**src/hmmsf_pkg.sv**
```systemverilog
// Package with the opcodes and fixed widths of the scaled forward step.
package hmmsf_pkg;

   localparam int ProbWidth = 17;
   localparam logic [ProbWidth-1:0] ProbOne = 17'h10000;
   localparam int NumStates = 8;
   localparam int NumSymbols = 16;
   localparam int SumWidth = 24;

   typedef enum logic [1:0] {
      OP_LOAD_TRANS = 2'd0,
      OP_LOAD_EMIT  = 2'd1,
      OP_LOAD_INIT  = 2'd2,
      OP_OBSERVE    = 2'd3
   } op_type;

   function automatic logic [ProbWidth-1:0] sat_one(input logic [47:0] v);
      logic [ProbWidth-1:0] r;
      r = (v > 48'(ProbOne)) ? ProbOne : v[ProbWidth-1:0];
      return r;
   endfunction

endpackage

```
**src/hmmsf_cell.sv**
```systemverilog
// One state's cell: holds its forward value and accumulates its transition sum.
module hmmsf_cell
   import hmmsf_pkg::*;
(
   input  logic                 clock,
   input  logic                 reset,
   input  logic                 acc_clear,
   input  logic                 acc_en,
   input  logic [ProbWidth-1:0] trans_in,
   input  logic [ProbWidth-1:0] ring_in,
   input  logic                 ring_shift,
   input  logic                 load_en,
   input  logic [ProbWidth-1:0] load_value,
   output logic [ProbWidth-1:0] fwd_out,
   output logic [SumWidth-1:0]  sum_out
);

   logic [ProbWidth-1:0] fwd_ff, fwd_in;
   logic [39:0]          acc_ff, acc_in;
   logic [33:0]          prod;

   assign prod = fwd_ff * trans_in;

   always_comb begin
      fwd_in = fwd_ff;
      if (load_en) begin
         fwd_in = load_value;
      end else if (ring_shift) begin
         fwd_in = ring_in;
      end
      acc_in = acc_ff;
      if (acc_clear) begin
         acc_in = '0;
      end else if (acc_en) begin
         acc_in = acc_ff + 40'(prod);
      end
   end

   always_ff @(posedge clock) begin
      if (reset) begin
         fwd_ff <= '0;
      end else begin
         fwd_ff <= fwd_in;
      end
      acc_ff <= acc_in;
   end

   logic [39:0] rounded;
   assign rounded = acc_ff + 40'd32768;
   assign fwd_out = fwd_ff;
   assign sum_out = rounded[39:16];

endmodule

```
**config.mk**
```make
export PLATFORM = sky130hd
export DESIGN_NAME = hmmsf_cell
export DESIGN_NICKNAME = d
export VERILOG_FILES = /design/src/hmmsf_pkg.sv /design/src/hmmsf_cell.sv
export SDC_FILE = /design/constraint.sdc
export NUM_CORES = 1
export LEC_CHECK = 0
export ABC_AREA = 1
export ABC_CLOCK_PERIOD_IN_PS = 5900
export BUFFER_PORTS_ARGS = -buffer_cell sky130_fd_sc_hd__buf_2
export CAP_MARGIN = 25
export CORE_ASPECT_RATIO = 0.5
export CORE_MARGIN = 4
export CORE_UTILIZATION = 59
export CTS_BUF_LIST = sky130_fd_sc_hd__clkbuf_4
export CTS_CLUSTER_SIZE = 24
export DETAILED_ROUTE_END_ITERATION = 8
export PLACE_DENSITY = 0.78
export SLEW_MARGIN = 15
export SYNTH_ARGS = -nofsm -noshare
export SYNTH_HDL_FRONTEND = slang
export SYNTH_SLANG_ARGS = --single-unit
```
**constraint.sdc**
```tcl
create_clock -name clock -period 5.9 [get_ports clock]
set_clock_uncertainty 0.15 [all_clocks]
set_input_delay 1.18 -clock clock [delete_from_list [all_inputs] [get_ports clock]]
set_output_delay 1.18 -clock clock [all_outputs]
set_load 0.005 [all_outputs]
```
* After elaboration in Yosys (flattened, before gate mapping) *
Cells that the tools add are included.

storage, ports and cells
  input port bits = 57
  memory bits (writable) = 0
  logic and storage cells = 8
  output and inout bits = 41
  memories = 0
  bits in latches = 0
  memory bits (read-only) = 0
  flip-flop bits (word level) = 57

operators by class
  bitwise logic cells = 0
  eq/ne operators = 0
  muxes and demuxes = 2
  $mul = 1
  $add $sub $neg = 2
  order comparisons = 0
  reductions and logical operators = 1
  divide/modulo/power cells = 0
  shift operators = 0

operator list
  cell                                                              count
  40-bit by 16-bit adder with 40-bit output, second input constant  1
  40-bit by 34-bit adder with 40-bit output                         1
  17-bit by 17-bit multiplier with 34-bit output                    1
  17-bit two-way mux                                                2
  2-bit nonzero test                                                1

* Logic depth before layout (Yosys ltp) *
  depth in word-level cells = 2
  depth in mapped cells = 30
  gate-level depth less buffers = 28

* Least setup slack after synthesis *
OpenSTA, ideal clock, no wires.

  path kind = input to register
  from = input trans_in[2]
  to = register acc_ff[19]
  setup time = 0.115 ns
  buffers on the path = 2
  stages on the path = 24
  data arrival time = 6.186 ns
  setup slack = -0.552 ns
  data required time = 5.635 ns
  path through = clkbuf_1 -> clkbuf_1 -> nand2_1 -> fa_1 -> inv_1 -> fa_1 -> inv_1 -> fa_1 -> inv_1 -> fa_1 -> fa_1 -> inv_1 -> fa_1 -> inv_1 -> ha_1 -> nand2_1 -> inv_1 -> a21oi_1 -> nor2_1 -> nor2_1 -> nand2_1 -> xor2_1 -> o21ai_0 -> inv_1

between the ends
  cells in the longest elaborated chain, start to end = 2

RTL lines
  item                                            RTL line          text
  from (decl)                                     hmmsf_cell.sv:9   input logic [ProbWidth-1:0] trans_in,
  17-bit by 17-bit multiplier with 34-bit output  hmmsf_cell.sv:22  assign prod = fwd_ff * trans_in;
  40-bit by 34-bit adder with 40-bit output       hmmsf_cell.sv:35  acc_in = acc_ff + 40'(prod);
  to (signal assigned)                            hmmsf_cell.sv:45  acc_ff <= acc_in;
  to (decl)                                       hmmsf_cell.sv:19  logic [39:0] acc_ff, acc_in;

No other way between the ends.
A chain may end at the register's enable or synchronous reset.

* Worst setup path after layout *
  from = input trans_in[5]
  to = register acc_ff[33]

The elaborated chain is that of the path after synthesis.

==> metrics.txt <==
status=completed; CP most frequent cell=fa_1; Final Cycle Share=0.987; Synth top area share=0.354; Yosys top cell by area=fa_1; Synth area leaders=fa_1, inv_1, nand2_1, ha_1, dfxtp_1; HP Start=acc_ff[39]$_SDFFE_PP0P_; maximum resistive drop on vdd=~0.49 mV; Critical Path Max Stage Delay=0.54 ns; Critical-path top delay cell=fa_1; crit path DAT=6.10 ns; core area=between 20000 and 25000 um^2; xor/xnor share of the synthesized area=0.0228; R2R Setup Slk=~0.23 ns; critical path startpoint category=primary input; clk root buf=clkbuf_4; Compound-Gate Fraction of Synth Area=0.0462; DRC viols=0; Worst Hold Class=reg2reg; crit path from=trans_in[5]; Critical Path End=acc_ff[33]$_SDFFE_PP0P_; P&R area growth vs syn=17.2%; Worst EP required=between 6 and 7 ns; number of nets produced by synthesis=2522; hold slack final=0.389 ns; layout cells sized above 1=0.182; post-synth cell types=30; clock-pin slew of the registers on the worst-case setup and hold paths=between 0.1 and 0.15 ns; clock buffer depth=2; leak pwr=between 10 and 15 nW; first-pass GRT wire length=64.9 mm; Syn Inst Count=between 2000 and 2500; largest family of logic cells by synthesized area=adder cells; most numerous cell in the Yosys netlist=inv_1; Top FF cell, synth=dfxtp_1; number of global-route vias before repair=12739; reg-to-reg endpoint=acc_ff[33]$_SDFFE_PP0P_; Cells after DPL=2549; die width=between 200 and 250 um; largest net degree at the start of global routing=42; die height=between 100 and 150 um; die area=roughly 27000 um^2; EDFF count, synth=0; delay-heaviest family, CP=adder cells; Worst Reg-to-Reg Cells=25; initial antenna violation count=1; Util after Layout=0.708; RSZ-0062 raised after global routing=yes; WL/cell=15.6 um; nets@finish=2656; critical path depth=25; Power Density=about 560 nW/um^2; vias=roughly 13000; Post-Layout Cell Count=2570; CTS tree=done; Mapped Area=14600 um^2; Synth Area in Adders=0.451; min Tclk post-route=5.82 ns; Num CTS Buffers=9; worst path bufs/invs=8; number of port buffers=97; post-synthesis mux area share=0; crit-path max FO=12; synth cell count leaders=inv_1, nand2_1, fa_1; relative slew slack=0.427; Tot GR Track Use=0.299; asr flop ratio synth=0; I/O pins=a little under 100; initial cell density of the core=0.604; Fmax=172 MHz; final hold vios=0; CTS Hold Bufs=0; clk_lat worst skew=0.52 ns; worst slew pin tran=0.859 ns; Final Max Slew Viols=0; CTS H-tree depth=3; Post-DP HPWL=between 30 and 40 mm; drt first-iter violations=roughly 1200; RePlAce Congestion=0.958; reg2reg start=fwd_out[6]$_SDFFE_PP0P_; number of detailed-route iterations in the first pass=6; #FFs+latches synth=57; Row Count=40; CTS sink cnt=57; routed wire length=around 40 mm; CP Class=in2reg; Post-Synth Simple-Gate Area=0.206; crit end category=flop; final setup vio count=0; syn avg cell area=around 7.0 um^2; yosys warns=0; Max Cap Viol=0; Detail Route Antenna Nets=0; sequential area share after synthesis=0.0783; routed via count divided by cell count=slightly above 5; GR Overflow Total=0
final cells by class:
cell class / instances / area [um^2]
diodes: 1 / 2.50
clock buffers: 9 / 67.6
clock inverters: 7 / 85.1
fillers: 1948 / 7050
inverters: 671 / 2520
multi-input cells: 1278 / 11300
flip-flops and latches: 57 / 1150
well taps: 336 / 420
repair buffers: 211 / 1530
sequential cells by signal, summed over array words and instances (netlist names):
register	flops
acc_ff	40
fwd_out	17
layout by cell type (no fill, tap or decap), types with 3 or more instances in the layout:
cell type  Yosys  layout
xnor2_1        4       4
a21oi_2        0      10
nand2_1      557     498
dfxtp_2        0       4
nor3_2         1       6
fa_1         258     246
o21ai_0       56      45
dfxtp_1       57      53
buf_6          0       8
buf_4          0     110
nor2_4         3      10
nand2_2        4      49
a21oi_1       59      46
clkinv_1       1       4
o21ai_1        0      11
ha_1         113      94
nand3_2        3      13
fa_2           0      12
clkbuf_4       0       9
nor3_1        16       9
nor3_4         2       4
nand2_4        0      13
nor2_1        85      67
nand4_1        5       5
nand3_1       58      47
xor2_1        34      34
nor2_2         3      14
o211ai_1      10      10
ha_4           0      15
inv_2          0      19
buf_12         0       5
buf_2          2      82
a21oi_4        0       3
ha_2           0       4
buf_8          0       5
inv_1        670     650
metrics by stage:
stage          setup WS, ns  instance area [um^2]  total power [mW]  TNS (ns)
6_report             0.0755                 17100              9.63         0
5_1_grt             -0.0523                 17100              10.5    -0.369
4_1_cts             0.00567                 16600              8.56         0
3_5_place_dp         -0.701                 16400              8.12    -16.79
3_3_place_gp         -0.606                 16400              8.00    -14.11
2_1_floorplan        -0.151                 15200              5.52     -1.76
worst min-delay path by stage:
| stage | end | slack [ns] | cells past startpoint |
|---|---|---|---|
| finish | acc_ff[39]$_SDFFE_PP0P_ | 0.39 | 2 |
| global route | acc_ff[0]$_SDFFE_PP0P_ | 0.44 | 2 |
| CTS | acc_ff[0]$_SDFFE_PP0P_ | 0.39 | 2 |
| detailed placement | acc_ff[0]$_SDFFE_PP0P_ | 0.36 | 2 |
| global placement | acc_ff[0]$_SDFFE_PP0P_ | 0.34 | 2 |
| floorplan | acc_ff[0]$_SDFFE_PP0P_ | 0.32 | 2 |
report_power, final:
group / leakage (nW) / switching (mW) / internal [mW]
registers: 0.474 / 0.126 / 0.474
clock network: 0.0824 / 0.183 / 0.167
logic: 9.83 / 5.03 / 3.65
total: 10.4 / 5.34 / 4.29
per-layer routing:
| layer | share of wire | track usage |
|---|---|---|
| met5 | 0 | 0 |
| met4 | 0.019 | 0.0668 |
| met3 | 0.12 | 0.0880 |
| met2 | 0.42 | 0.438 |
| met1 | 0.44 | 0.439 |
kinds of logic (layout without fill, tap and decap cells):
group,Yosys count,after routing
AND/OR/NAND/NOR,741,741
flip-flops,57,57
AO/OA/AOI/OAI,128,128
XOR/XNOR,38,38
buffers and inverters,759,898
other,0,1
adder cells (fa/ha/maj),371,371
worst reg2reg max path: cells and delay by family (launching register included):
kind	cells	cell delay, ns
adder cells (fa/ha/maj)	7	3.23
AND/OR/NAND/NOR	10	0.96
buffers and inverters	8	0.70
flip-flops	1	0.56
what timing repair did:
action	in CTS	in global routing
endpoints found under the setup margin	20	29
setup buffers	0	4
resized for setup	10	145
pin swaps	0	55
No activity file was read; power rests on OpenSTA's default activity.
