<file path="src/hmmsf_pkg.sv">
// Package with the opcodes and fixed widths of the scaled forward step.
package hmmsf_pkg;

   localparam int ProbWidth = 17;
   localparam logic [ProbWidth-1:0] ProbOne = 17'h10000;
   localparam int NumStates = 8;
   localparam int NumSymbols = 16;
   localparam int SumWidth = 24;

   typedef enum logic [1:0] {
      OP_LOAD_TRANS = 2'd0,
      OP_LOAD_EMIT  = 2'd1,
      OP_LOAD_INIT  = 2'd2,
      OP_OBSERVE    = 2'd3
   } op_type;

   function automatic logic [ProbWidth-1:0] sat_one(input logic [47:0] v);
      logic [ProbWidth-1:0] r;
      r = (v > 48'(ProbOne)) ? ProbOne : v[ProbWidth-1:0];
      return r;
   endfunction

endpackage

</file>
<file path="src/hmmsf_divider.sv">
// Restoring divider for the normalization quotient, one bit per cycle.
module hmmsf_divider
   import hmmsf_pkg::*;
#(
   parameter int CoeffWidth = 20
) (
   input  logic                  clock,
   input  logic                  reset,
   input  logic                  start,
   input  logic [ProbWidth-1:0]  numer,
   input  logic [CoeffWidth-1:0] denom,
   output logic                  done,
   output logic [ProbWidth-1:0]  quot
);

   localparam int NumW = ProbWidth + 16 + 1;
   localparam int QBits = ProbWidth + 1;
   localparam int CntW = $clog2(QBits + 1);

   logic [NumW-1:0]       num_ff, num_in;
   logic [CoeffWidth:0]   rem_ff, rem_in;
   logic [QBits-1:0]      q_ff, q_in;
   logic [CntW-1:0]       cnt_ff, cnt_in;
   logic                  busy_ff, busy_in;
   logic [CoeffWidth:0]   trial;
   logic [NumW-1:0]       dividend;

   assign dividend = {1'b0, numer, 16'd0} + NumW'(denom >> 1);

   // Quotient bits above the 18th are dropped since u <= c keeps it at most 65536.
   always_comb begin
      num_in  = num_ff;
      rem_in  = rem_ff;
      q_in    = q_ff;
      cnt_in  = cnt_ff;
      busy_in = busy_ff;
      trial   = {rem_ff[CoeffWidth-1:0], num_ff[NumW-1]};
      if (start) begin
         num_in  = dividend << (NumW - QBits);
         rem_in  = (CoeffWidth+1)'(dividend >> QBits);
         q_in    = '0;
         cnt_in  = CntW'(QBits);
         busy_in = 1'b1;
      end else if (busy_ff) begin
         num_in = num_ff << 1;
         if (trial >= {1'b0, denom}) begin
            rem_in = trial - {1'b0, denom};
            q_in   = {q_ff[QBits-2:0], 1'b1};
         end else begin
            rem_in = trial;
            q_in   = {q_ff[QBits-2:0], 1'b0};
         end
         cnt_in = cnt_ff - 1'b1;
         if (cnt_ff == CntW'(1)) begin
            busy_in = 1'b0;
         end
      end
   end

   always_ff @(posedge clock) begin
      if (reset) begin
         busy_ff <= 1'b0;
         cnt_ff  <= '0;
      end else begin
         busy_ff <= busy_in;
         cnt_ff  <= cnt_in;
      end
      num_ff <= num_in;
      rem_ff <= rem_in;
      q_ff   <= q_in;
   end

   assign done = busy_ff && cnt_ff == CntW'(1);
   assign quot = sat_one(48'(q_in));

endmodule

</file>
<file path="config.mk">
export PLATFORM = sky130hd
export DESIGN_NAME = hmmsf_divider
export DESIGN_NICKNAME = d
export VERILOG_FILES = /design/src/hmmsf_pkg.sv /design/src/hmmsf_divider.sv
export SDC_FILE = /design/constraint.sdc
export NUM_CORES = 1
export LEC_CHECK = 0
export BUFFER_PORTS_ARGS = -buffer_cell sky130_fd_sc_hd__buf_2
export CAP_MARGIN = 20
export CELL_PAD_IN_SITES_DETAIL_PLACEMENT = 2
export CELL_PAD_IN_SITES_GLOBAL_PLACEMENT = 2
export CORE_MARGIN = 2
export CORE_UTILIZATION = 37
export DETAILED_ROUTE_END_ITERATION = 12
export GPL_TIMING_DRIVEN = 0
export PLACE_DENSITY_LB_ADDON = 0.12
export SYNTH_ARGS = -nofsm -noshare
export SYNTH_HDL_FRONTEND = slang
export SYNTH_SLANG_ARGS = --single-unit
</file>
<file path="constraint.sdc">
create_clock -name clock -period 2.99 [get_ports clock]
set_input_delay 0.1495 -clock clock [delete_from_list [all_inputs] [get_ports clock]]
set_output_delay 0.1495 -clock clock [all_outputs]
set_load 0.01 [all_outputs]
</file>
# After elaboration in Yosys (flattened, before gate mapping)
# Cells that the tools add are included.
dict set report word_totals {
  out_inout_bits 18
  wordCells 30
  input_bits 40
  reg_bits 62
}
dict set report classes {
  n_eq_ne 1
  n_mux 14
  n_addsub 3
  magnitude_cmp 2
  reduce_logical 3
}
# op count
set ops {}
lappend ops {{2-to-1 mux 34 bit} 2}
lappend ops {{2-to-1 mux 18 bit} 2}
lappend ops {{adder 33 x 19 -> 34 bit} 1}
lappend ops {{2-to-1 mux 16 bit} 2}
lappend ops {{>= comparator 21 x 20 -> 1 bit} 1}
lappend ops {{2-to-1 mux 20 bit} 1}
lappend ops {{subtractor 20 bit} 1}
lappend ops {{greater-than comparator 18 x 17 -> 1 bit (second input constant)} 1}
lappend ops {{2-to-1 mux 17 bit} 1}
lappend ops {{2-to-1 mux 5 bit} 2}
lappend ops {{equality test 5 x 1 -> 1 bit (second input constant)} 1}
lappend ops {{subtractor 5 x 1 -> 5 bit (second input constant)} 1}
lappend ops {{2-to-1 mux 1 bit} 4}
lappend ops {{nonzero test 2 bit} 1}
lappend ops {{OR reduction 2 bit} 1}
lappend ops {{logical AND 1 bit} 1}

# Longest topological paths before layout
# Gate-level depths: netlist of run 1.
dict set report logic_depth {
  depth_word 6
  depth_mapped 10
  depth_no_buf 10
}

# Worst setup path after synthesis of run 1
# OpenSTA, ideal clock, no wires.
dict set report synth_timing {
  path_kind {reg-to-output}
  from {reg rem_ff[5]}
  to {out quot[10]}
  n_path_buf 1
  t_arrival_ps 2439
  path_stages_with_launch 10
  required_time_ps 2841
  slack_ps 401
  path_cell_list {edfxtp_1 ha_1 a21o_1 a31o_1 a221oi_4 o21ba_4 a21o_4 a21oi_4 buf_6 nor4_2}
}
dict set report synth_via {
  elab_chain_cells 6
}
# item line_no
set synth_lines {}
lappend synth_lines {{start, declared} hmmsf_divider.sv:21} ;# logic [CoeffWidth:0] rem_ff, rem_in;
lappend synth_lines {{start signal, assigned} hmmsf_divider.sv:69} ;# rem_ff <= rem_in;
lappend synth_lines {{>= comparator 21 x 20 -> 1 bit} hmmsf_divider.sv:46} ;# if (trial >= {1'b0, denom}) begin
lappend synth_lines {{2-to-1 mux 1 bit} hmmsf_divider.sv:46}
lappend synth_lines {{2-to-1 mux 18 bit} hmmsf_divider.sv:44} ;# end else if (busy_ff) begin
lappend synth_lines {{2-to-1 mux 18 bit} hmmsf_divider.sv:38} ;# if (start) begin
lappend synth_lines {{greater-than comparator 18 x 17 -> 1 bit} hmmsf_pkg.sv:19} ;# r = (v > 48'(ProbOne)) ? ProbOne : v[ProbWidth-1:0];
lappend synth_lines {{2-to-1 mux 17 bit} hmmsf_pkg.sv:19}
lappend synth_lines {{end, declared} hmmsf_divider.sv:13} ;# output logic [ProbWidth-1:0] quot
# No other way between the ends.

# Final worst setup path of run 1
dict set report layout_timing {
  from {reg rem_ff[0]}
  to {out quot[4]}
}
# The elaborated chain is that of the path after synthesis.

==> summary.txt, run 1 <==
Worst setup path
  • Crit-path cells: ha_4, nor2b_2, o31a_1, a221oi_4, o21ba_4, a21o_4, a21oi_4, buf_6, nor4_1, buf_2
  • Critical path's largest stage delay: 460 ps
  • Reg-to-reg endpoint: rem_ff[0]
  • Worst path top cell family by delay: compound AO/OA/AOI/OAI gates
  • Setup Crit Path Kind: flop to output pin
  • R2R Path Start: rem_ff[17]
  • CP max-delay cell: edfxtp_1
  • Setup slack, reg-to-reg: 80 ps
  • Worst Path Required: 2840 ps
  • WP buf/inv: 2
  • Worst setup EP type: output pin
  • Worst R2R Path Depth: 6
  • CP startpoint kind: flop
  • Crit path DAT: 2920 ps
  • Max FO, Critical Path: 5

STA
  • Fin. max-slew vios: 0
  • Fmax: 0.326 GHz
  • Setup violators final: 9
  • Final Hold Fails: 0
  • Hold WS: 50.0 ps
  • Fin crit share: 103%
  • Final worst setup slack: -79.7 ps
  • RSZ-0062 raised after global routing: true
  • Setup_tns: -280 ps
  • Clk_skew: 12.2 ps
  • Tmin final: 3070 ps
  • Slew headroom: 20.8%
  • Actual slew at the worst max-slew pin: 1170 ps

Floorplan
  • Initial core utilization: 37.5%
  • I/O pins: 58
  • DIE AREA: 13,000 um^2
  • Die Ht: 114 um
  • Rows: 40
  • Chip width: 114 um
  • Core Box Area: 11,900 um^2

Yosys
  • Top cells by area, synth: edfxtp_1 23%, dfxtp_1 13%, ha_1 7.0%
  • YS warnings: 0
  • Yosys top cell by area: edfxtp_1
  • Mapped Nets: 527
  • Top cell type's share of synthesized area: 22.9%
  • Mean Syn Cell Area: 9.70 um^2
  • Seq/Total Area, Yosys: 35.4%
  • Synth cell types: 64
  • Yosys reg bits: 62
  • EDFF count, synth: 34
  • Post-synth design cell area: 4460 um^2
  • Top FF cell, synth: edfxtp_1
  • Synth async-reset ratio: 0%
  • Mapped Cells: 460

Clock network
  • Worst skew pair latency: 360 ps
  • Clock-pin slew on the worst setup and hold paths: 70 ps
  • Max clock buf depth: 2
  • H-Tree Depth: 3
  • Clk sinks: 62
  • CTS Hold Bufs: 0
  • Root Driver: clkbuf_16
  • CTS tree: built
  • Total CTS buffers: 9

Power
  • Leakage: 2.29 nW
  • VDD IR max: 0.230 mV
  • Pwr dens: 554 nW/um^2

Routing
  • Vias per cell: 5.88
  • Total Wirelength: 17,600 um
  • Residual DRC: 0
  • Drt initial violations: 192
  • Via count: 4,155
  • Per-cell routed wire length: 24.9 um
  • First-pass iteration count of the detailed router: 4
  • Number of routed nets with antenna violations: 0

Min path
  • Hold crit path type: input port to flop
  • Min-delay src: reset
  • Hold EP: cnt_ff[4]
  • Hold depth: 2

Global route
  • Vias in the first global route: 4,621
  • Antenna violations before repair: 0
  • Tot GR Track Use: 26.3%
  • GRT Residual Overflow: 0
  • First-pass GRT wire length: 26,100 um
  • Largest net degree at the start of global routing: 28

Outcome
  • Status: finished with violations
  • Failing checks: negative setup slack

Finish
  • Final nets: 622
  • Most common cell after layout, fill and taps aside: buf_2
  • Synth-to-layout area growth: 31.8%
  • Fillers: 1,253
  • N_diodes: 0
  • Fraction of final layout cells sized beyond drive strength 1: 33.8%
  • Most frequent cells in the layout: 57 x buf_2, 34 x edfxtp_1, 33 x inv_1, 33 x nor2_1, 32 x nand2_1

Placement
  • Final HPWL DP: 11,200 um
  • Port Buffer Count: 56
  • DP Worst Slack: -144 ps
  • GP Congestion: 0.833

Job
  • Max-cap violation count: 0
## cell usage after synthesis (all sizes together), types with 13 or more instances
| library cell | instances |
|---|---|
| a21oi | 18 |
| buf | 13 |
| dfxtp | 28 |
| edfxtp | 34 |
| ha | 25 |
| inv | 33 |
| mux2 | 16 |
| mux2i | 17 |
| nand2 | 33 |
| nand3 | 14 |
| nand4 | 14 |
| nor2 | 35 |
| nor4 | 21 |
| o21ai | 15 |
| xnor2 | 25 |
## routing by layer
metal / GRT usage, % / part of all wire [%] / up-vias
met5: 0 / 0 / -
li1: - / - / 1904
met4: 9.27 / 1.5 / 0
met3: 3.56 / 3.0 / 18
met2: 46.1 / 52 / 73
met1: 33.3 / 43 / 2160
## timing repair
item,CTS,global route
pin swaps,30,11
gates resized for setup,40,29
endpoints found under the setup margin,28,16
buffers inserted,17,10
gates cloned,1,0
## state kept, by name, indices dropped and copies added, names as in the netlist
name     cells
rem_ff      20
num_ff      18
q_ff        18
busy_ff      1
cnt_ff       5
## worst reg2reg max path: stages, from the launching register on
cell	delay (ps)
dfxtp_1	330
ha_1	380
a21o_1	270
a211oi_2	600
clkbuf_1	580
a21oi_1	180
o31a_1	330
## layout make-up
type | count | area [um^2] | area share, %
Clock buffer | 14 | 285 | 4.85
Inverter | 33 | 124 | 2.11
Multi-Input combinational cell | 342 | 3020 | 51.3
Tap cell | 147 | 184 | 3.13
Sequential cell | 62 | 1590 | 26.9
Buffer | 22 | 141 | 2.40
Timing Repair Buffer | 85 | 532 | 9.04
Clock inverter | 2 | 11.3 | 0.191
## logic make-up (layout without fill, tap and decap cells)
logic type               Yosys count  count (layout)  share of synthesized area (%)
AO/OA/AOI/OAI                     98              98                           18.4
XOR/XNOR                          30              30                           5.89
adder cells (fa/ha/maj)           27              27                           7.91
buffers and inverters             56             156                           5.33
flip-flops                        62              62                           35.4
multiplexers                      33              33                           7.85
AND/OR/NAND/NOR                  154             154                           19.1
## through the flow
stage	total power, mW	std cells	instance area [um^2]	util (%)
floorplan	1.69	460	4460	-
global placement	1.91	663	4930	41.4
detailed placement	1.96	664	4950	41.6
CTS	3.15	697	5630	47.3
global route	3.40	707	5880	49.4
finish	3.26	707	5880	49.4
## power breakdown
part	total (mW)	internal (mW)	switching [mW]
Sequential	1.06	0.999	0.0624
Combinational	1.12	0.501	0.616
Clock	1.08	0.657	0.423
Total	3.26	2.16	1.10
## worst max-delay path by stage
stage / depth (start not counted) / startpoint / to / slack [ps]
floorplan: 9 / rem_ff[5] / quot[10] / 400
global placement: 6 / start / num_ff[17] / -790
detailed placement: 10 / busy_ff / quot[15] / -140
global route: 10 / rem_ff[7] / quot[4] / -200
finish: 10 / rem_ff[0] / quot[4] / -80
CTS: 8 / rem_ff[5] / quot[15] / -50
(Power assumes the default switching activity.)
==> inputs of run 2 (changes only) <==
- BUFFER_PORTS_ARGS: -buffer_cell sky130_fd_sc_hd__buf_2 -> -buffer_cell sky130_fd_sc_hd__buf_4
==> run 2 against run 1 <==
Against the previous run: the run still ends with negative setup slack left; global-route usage grew 1.5 points; non-clock buffer count is 13 higher; maximum frequency is 0.96% lower; register-to-register slack got worse by 60 ps; cell count is 1.8% higher; clock skew shrank 5.0 ps.
==> summary.txt, run 2 (same netlist as run 1, synthesis figures left out) <==
STA
  • Setup_tns: -1260 ps (-983 ps)
  • RSZ-0062 raised after global routing: true
  • Setup violators final: 15 (+6)
  • Fmax: 0.323 GHz (-0.96%)
  • Final Hold Fails: 0 (unchanged)
  • Clk_skew: 7.19 ps (-5.00 ps)
  • Final worst setup slack: -109 ps (-29.7 ps)
  • Fin. max-slew vios: 0 (unchanged)
  • Actual slew at the worst max-slew pin: 1040 ps (-135 ps)
  • Fin crit share: 104% (+0.99 points)
  • Tmin final: 3100 ps (+29.7 ps)
  • Slew headroom: 29.9% (+9.1 points)

Placement
  • GP Congestion: 0.841 (+1.0%)
  • Port Buffer Count: 56 (unchanged)
  • Final HPWL DP: 10,800 um (-3.5%)
  • DP Cell Count: 664 (unchanged)

Clock network
  • Root Driver: clkbuf_16
  • Worst skew pair latency: 350 ps (about the same)
  • Total CTS buffers: 9 (unchanged)
  • H-Tree Depth: 3 (unchanged)
  • Clock-pin slew on the worst setup and hold paths: 60 ps (about the same)
  • CTS tree: built
  • Clk sinks: 62 (unchanged)
  • Max clock buf depth: 2 (unchanged)

Routing
  • Total Wirelength: 18,600 um (+5.6%)
  • First-pass iteration count of the detailed router: 4 (unchanged)
  • Via count: 4,288 (+3.2%)
  • Per-cell routed wire length: 25.8 um (+3.7%)
  • Drt initial violations: 181 (-5.7%)
  • Number of routed nets with antenna violations: 0 (unchanged)
  • Vias per cell: 5.96 (+1.3%)
  • Residual DRC: 0 (unchanged)

Floorplan
  • Die Ht: 114 um (unchanged)
  • Rows: 40 (unchanged)
  • Core Box Area: 11,900 um^2 (unchanged)
  • I/O pins: 58 (unchanged)
  • Initial core utilization: 37.5% (unchanged)
  • Chip width: 114 um (unchanged)
  • DIE AREA: 13,000 um^2 (unchanged)

Worst setup path
  • CP startpoint kind: flop
  • Critical path's largest stage delay: 460 ps (about the same)
  • Setup Crit Path Kind: flop to output pin
  • Setup slack, reg-to-reg: 20 ps (-60 ps)
  • Worst Path Required: 2840 ps (about the same)
  • Crit path DAT: 2950 ps (+30 ps)
  • R2R Path Start: rem_ff[15]
  • WP buf/inv: 2 (unchanged)
  • Worst path top cell family by delay: simple AND/OR/NAND/NOR gates
  • Max FO, Critical Path: 5 (unchanged)
  • CP max-delay cell: edfxtp_1
  • Worst setup EP type: output pin
  • Reg-to-reg endpoint: rem_ff[4]
  • Crit-path cells: ha_4, nand4_1, or2_4, or4_4, a21o_4, a21oi_4, clkbuf_16, nor4_2, buf_4
  • Worst R2R Path Depth: 10 (+4)

Finish
  • Most frequent cells in the layout: 94 x buf_4, 34 x edfxtp_1, 33 x nor2_1
  • Fraction of final layout cells sized beyond drive strength 1: 36.0% (+2.2 points)
  • Synth-to-layout area growth: 36.8%
  • Largest Register: rem_ff
  • Max reg flops: 20 (unchanged)
  • Final nets: 635 (+2.1%)
  • Largest regs: rem_ff: 20 flops, num_ff: 18 flops, q_ff: 18 flops
  • Fillers: 1,251 (-0.16%)
  • N_diodes: 0 (unchanged)
  • Most common cell after layout, fill and taps aside: buf_4
  • Final non-filler cell total: 720 (+1.8%)

Power
  • VDD IR max: 0.275 mV (+20%)
  • Leakage: 2.38 nW (+3.8%)
  • Pwr dens: 545 nW/um^2 (-1.6%)

Global route
  • First-pass GRT wire length: 27,200 um (+4.2%)
  • Largest net degree at the start of global routing: 25 (-11%)
  • Tot GR Track Use: 27.8% (+1.5 points)
  • GRT Residual Overflow: 0 (unchanged)
  • Antenna violations before repair: 0 (unchanged)
  • Vias in the first global route: 4,704 (+1.8%)

Min path
  • Hold depth: 2 (unchanged)
  • Min-delay src: reset
  • Hold EP: cnt_ff[1]
  • Hold crit path type: input port to flop

Outcome
  • Failing checks: negative setup slack
  • Status: finished with violations

Job
  • Max-cap violation count: 0 (unchanged)
[run 2: worst max-delay path by stage]
stage,startpoint,end,cells past startpoint
after floorplan,rem_ff[5],quot[10],9
after global placement,start,num_ff[17],6
after detailed placement,busy_ff,quot[15],10
after CTS,rem_ff[13],quot[15],9
after global routing,busy_ff,quot[15],9
final,rem_ff[15],quot[7],9
[run 2: final cells by class]
class	instances	area, um^2	share of cell area, %
Inverter	33	124	2.03
Clock buffer	13	260	4.26
Clock inverter	3	17.5	0.287
Multi-Input combinational cell	342	3020	49.5
Tap cell	147	184	3.01
Sequential cell	62	1590	26.0
Buffer	22	136	2.23
Timing Repair Buffer	98	777	12.7
[run 2: layer usage]
metal  up-vias  track usage (%)  wire (um)
li1       1922                -          -
met1      2222             34.4       8000
met2       110             47.9       9600
met3        34             4.36        566
met4         0             12.6        396
met5         -                0          0
[run 2: power breakdown]
group / internal [mW] / switching [mW]
Combinational: 0.555 / 0.677
Clock: 0.607 / 0.427
Sequential: 0.999 / 0.0625
Total: 2.16 / 1.17
[run 2: repair_timing]
| item | CTS | global route |
|---|---|---|
| buffers inserted | 27 | 14 |
| hold buffers | 0 | 0 |
| endpoints found under the setup margin | 26 | 18 |
| gates cloned | 1 | 0 |
| pin swaps | 24 | 17 |
| gates resized for setup | 41 | 31 |
| hold endpoints to repair | 0 | 0 |
[run 2: stage by stage]
stage               hold WS (ps)  power (mW)  instance area [um^2]  utilization, %  setup slack, ps
floorplan                    219        1.69                  4460               -              401
global placement             363        1.92                  5070            42.5             -774
detailed placement           372        1.96                  5090            42.7            -54.8
CTS                         7.72        3.15                  5850            49.1            -28.5
global route                19.8        3.45                  6110            51.3             -234
finish                      19.5        3.33                  6110            51.3             -109
